`config.mk`:
```
export PLATFORM = sky130hd
export DESIGN_NAME = ocx_ram
export DESIGN_NICKNAME = d
export VERILOG_FILES = /design/src/rtl/assert_macros.svh /design/src/rtl/ocx_ram.sv
export SDC_FILE = /design/constraint.sdc
export NUM_CORES = 2
export LEC_CHECK = 0
export ABC_CLOCK_PERIOD_IN_PS = 10280
export BUFFER_PORTS_ARGS = -buffer_cell sky130_fd_sc_hd__buf_2
export CELL_PAD_IN_SITES_DETAIL_PLACEMENT = 0
export CELL_PAD_IN_SITES_GLOBAL_PLACEMENT = 1
export CORE_AREA = 5 5 424 426
export DETAILED_ROUTE_END_ITERATION = 8
export DIE_AREA = 0 0 429 431
export PLACE_DENSITY_LB_ADDON = 0.25
export SYNTH_ARGS = -nofsm -noshare
export SYNTH_HDL_FRONTEND = slang
export SYNTH_SLANG_ARGS = --single-unit
```
`constraint.sdc`:
```
create_clock -name clk -period 10.28 [get_ports clk]
set_clock_uncertainty 0.15 [all_clocks]
set_input_delay 0 -clock clk [delete_from_list [all_inputs] [get_ports clk]]
set_output_delay 0 -clock clk [all_outputs]
set_load 0.03 [all_outputs]
```
`src/rtl/assert_macros.svh`:
```
// assert_macros.svh - assertion macros shared by the order crossover RTL.
// No dependencies; define NO_ASSERTIONS to compile the checks out.
`ifndef ASSERT_MACROS_SVH
`define ASSERT_MACROS_SVH
`ifndef NO_ASSERTIONS
// property holds at every clock edge outside reset
`define OCX_ASSERT(lbl, clk, rst_n, prop, msg) \
  lbl: assert property (@(posedge clk) disable iff (!rst_n) prop) else $error(msg);
// expression never true outside reset
`define OCX_NEVER(lbl, clk, rst_n, expr, msg) \
  lbl: assert property (@(posedge clk) disable iff (!rst_n) !(expr)) else $error(msg);
`else
`define OCX_ASSERT(lbl, clk, rst_n, prop, msg)
`define OCX_NEVER(lbl, clk, rst_n, expr, msg)
`endif
`endif

```
`src/rtl/ocx_ram.sv`:
```
// ocx_ram.sv - generic single-write, single-read synchronous RAM.
// Read data is registered. No dependencies.
module ocx_ram #(
  parameter int WIDTH = 32,
  parameter int DEPTH = 64
) (
  input  logic                     clk,
  input  logic                     wr_en,
  input  logic [$clog2(DEPTH)-1:0] wr_addr,
  input  logic [WIDTH-1:0]         wr_data,
  input  logic [$clog2(DEPTH)-1:0] rd_addr,
  output logic [WIDTH-1:0]         rd_data
);

  logic [WIDTH-1:0] mem_r [DEPTH];
  logic [WIDTH-1:0] rd_data_r;

  always_ff @(posedge clk) begin
    if (wr_en) begin
      mem_r[wr_addr] <= wr_data;
    end
    rd_data_r <= mem_r[rd_addr];
  end

  assign rd_data = rd_data_r;

endmodule

```
==> run metrics <==
Std-Cell Rows 154; final net count 3614; final period demand of the worst path 3.75 ns; die height 431 µm; area of the mapped netlist just under 80000 µm²; synthesized flop and latch total about 2100; worst IR drop on VDD 0.138 mV; Die ar. approximately 180000 µm²; pin count of the biggest net entering global routing 97; vias after detailed routing about 36000; gate count of the mapped netlist 3324; count of final setup violators 0; die extent in x roughly 430 µm; category of the worst setup path launch point input port; P&R area growth vs syn 13.8%; global router's overall resource usage 22.0%; Yosys warning count 0; Inserted Clock Buffers approximately 210; dominant cells by area after synthesis sky130_fd_sc_hd__edfxtp_1 78%, sky130_fd_sc_hd__mux4_2 16%, sky130_fd_sc_hd__mux2i_1 1.2%, sky130_fd_sc_hd__dfxtp_1 0.82%, sky130_fd_sc_hd__o22ai_1 0.67%; Final Core Density approximately 51%; net count after synthesis between 3000 and 4000; commonest cells after routing, fill and taps aside 2048 x sky130_fd_sc_hd__edfxtp_1, 544 x sky130_fd_sc_hd__mux4_2, 213 x sky130_fd_sc_hd__clkbuf_16; highest clock frequency the design can meet 267 MHz; CP required between 10 and 15 ns; clk root buf sky130_fd_sc_hd__clkbuf_16; kind of end point of the critical path register; initial core utilization between 40 and 50%; top fanout value on the critical path between 60 and 70; total half-perimeter wirelength after legalization and detailed placement 101000 µm; DRC errors left 0; TritonCTS clock tree done; max-slew violation count 0; per-cell via count in the routed design just under 6; Crit Path Category input port to register; global route total overflow 0; final RePlAce weighted congestion approximately 0.73; worst setup slack for register-to-register paths roughly 7.8 ns; post-route fraction of the period consumed by the critical path between 30 and 40%; delay of the slowest cell on the worst path approximately 0.83 ns; Multi-input gate area around 16000 µm²; slowest stage cell, crit path sky130_fd_sc_hd__buf_4; result of the run finished clean; Synth top area share between 70% and 80%; share of the yosys chip area belonging to registers around four fifths; area of the core region 175000 µm²; RSZ-0062 raised after global routing false; Post-DRT Antenna Nets 0; worst hold path cell count 4; Worst-path clk slew 0.06 ns; Distinct cells, synth 34; register area ~62000 µm²; cell-by-cell trace of the critical path dlygate4sd3_1 -> buf_8 -> buf_4 -> buf_4 -> mux4_2 -> mux4_2 -> o22ai_1 -> nor2_1; reg-to-reg critical path startpoint mem_r[11][6]$_DFFE_PP_; worst min-delay path startpoint wr_addr[0]; setup fix buffers added after clock tree synthesis 0; buffer depth of the longest clock path 3; final setup TNS 0 ns; worst reg2reg endpoint rd_data[6]$_DFF_P_; clock latency on the worst-skew pair between 0.8 and 0.9 ns; Mapped Avg Cell Area 23.6 µm²; total leakage power between 20 and 30 nW; cell taking the most area after synthesis sky130_fd_sc_hd__edfxtp_1; Total Routed Length about 200000 µm; global-route wire length before repair around 290000 µm; vias in the first global route roughly 37000; Slew @ Worst Pin ~1.2 ns; headroom to the max-slew limit 18.2%; fraction of layout instances using a drive strength above 1 between 20% and 30%; 1st-pass router iterations 5; type of the worst min-delay path input port to register; power density over the cells about 200 nW/µm²; layout filler cell count around 14000; most common cell after layout, fill and taps aside sky130_fd_sc_hd__edfxtp_1; number of violations of the max-capacitance limit 0; count of final hold-check violations 0; Sink Count 2080; initial antenna violation count 12; DRC marker count from the first detailed-route iteration 4565; number of levels in the clock H-tree 4; worst path arrival time between 4 and 5 ns; endpoint of the worst hold-timing path mem_r[55][31]$_DFFE_PP_; Port-buffer cells a little under 80; depth of the most critical reg-to-reg path 4; I/O pin cnt slightly below 80; average wire per standard cell ~33 µm
repair_timing:
action,CTS,global route
gates resized for setup,0,0
endpoints found under the setup margin,0,0
hold buffers,42,0
hold endpoints to repair,2149,0
final cells by class:
cell class / count / share of cell area (%)
Sequential cell: 2080 / 69.5
Timing Repair Buffer: 217 / 1.88
Antenna cell: 6 / 0.0168
Tap cell: 2340 / 3.28
Multi-Input combinational cell: 1062 / 17.9
Clock inverter: 100 / 1.03
Clock buffer: 287 / 6.40
how the worst max path moves through the flow:
stage,from,end,depth (start not counted)
after floorplan,wr_addr[3],mem_r[48][0]$_DFFE_PP_,4
after global placement,rd_addr[0],rd_data[25]$_DFF_P_,7
after detailed placement,rd_addr[0],rd_data[25]$_DFF_P_,7
after CTS,rd_addr[0],rd_data[25]$_DFF_P_,8
after global routing,rd_addr[0],rd_data[25]$_DFF_P_,8
final,rd_addr[0],rd_data[25]$_DFF_P_,8
state kept, by name, summed over array words and instances (netlist names):
register / count
mem_r: 2048
rd_data: 32
report_power, final:
part | switching [W] | internal, W | total (W)
sequential | 0.0000450 | 0.00939 | 0.00944
combinational | 0.000536 | 0.000312 | 0.000848
clock | 0.00315 | 0.00422 | 0.00737
total | 0.00373 | 0.0139 | 0.0177
critical path: cells and delay by family:
kind	cells	cell delay (ns)
mux	2	1.06
compound gates	1	0.39
buf+inv	4	2.60
simple gates	1	0.09
per-stage QoR:
step	std cells	worst slack [ns]	instance area [µm²]	hold WS [ns]	total power, W
floorplan	3324	6.97	78500	-0.0511	0.0101
global placement	5657	6.14	82300	0.305	0.0105
detailed placement	5657	6.13	82300	0.296	0.0105
CTS	6086	6.39	89400	0.125	0.0178
global route	6088	6.18	89400	0.187	0.0182
finish	6092	6.53	89400	0.173	0.0177
cell usage after synthesis:
cell type	n
sky130_fd_sc_hd__edfxtp_1	2048
sky130_fd_sc_hd__mux4_2	544
sky130_fd_sc_hd__nor2_1	137
sky130_fd_sc_hd__mux2i_1	93
sky130_fd_sc_hd__o22ai_1	84
sky130_fd_sc_hd__clkbuf_1	74
sky130_fd_sc_hd__a21oi_1	62
sky130_fd_sc_hd__buf_2	57
sky130_fd_sc_hd__dfxtp_1	32
sky130_fd_sc_hd__o221ai_1	27
sky130_fd_sc_hd__nand2_1	26
sky130_fd_sc_hd__buf_4	25
sky130_fd_sc_hd__buf_1	21
sky130_fd_sc_hd__nor2b_1	15
sky130_fd_sc_hd__a22oi_1	12
sky130_fd_sc_hd__a311oi_1	8
sky130_fd_sc_hd__nand2b_1	8
sky130_fd_sc_hd__nor3_1	7
sky130_fd_sc_hd__buf_6	5
sky130_fd_sc_hd__nand3_1	5
sky130_fd_sc_hd__nand3b_1	5
sky130_fd_sc_hd__a41o_1	4
sky130_fd_sc_hd__and3_1	4
sky130_fd_sc_hd__o32ai_1	4
sky130_fd_sc_hd__or3_1	3
sky130_fd_sc_hd__or3b_2	3
sky130_fd_sc_hd__and2_1	2
sky130_fd_sc_hd__nand4_1	2
sky130_fd_sc_hd__or3b_1	2
sky130_fd_sc_hd__a31oi_1	1
sky130_fd_sc_hd__nand4b_1	1
sky130_fd_sc_hd__or2_0	1
sky130_fd_sc_hd__or2_1	1
sky130_fd_sc_hd__or2_2	1
cells by family after synthesis:
kind of cell	Yosys count	synth area share, %
mux	637	16.8
simple gates	223	1.27
flops	2080	79.1
compound gates	202	1.67
buf+inv	182	1.13
metal layers:
| metal | wire length, µm | track usage (%) | up-vias | part of all wire, % |
|---|---|---|---|---|
| li1 | - | - | 14800 | - |
| met1 | 86100 | 32.0 | 19800 | 42 |
| met2 | 97600 | 34.8 | 1452 | 48 |
| met3 | 14800 | 4.02 | 283 | 7.3 |
| met4 | 5430 | 6.07 | 6 | 2.7 |
| met5 | 32 | 0 | - | 0.016 |
Power figures use the tool's default switching activity.
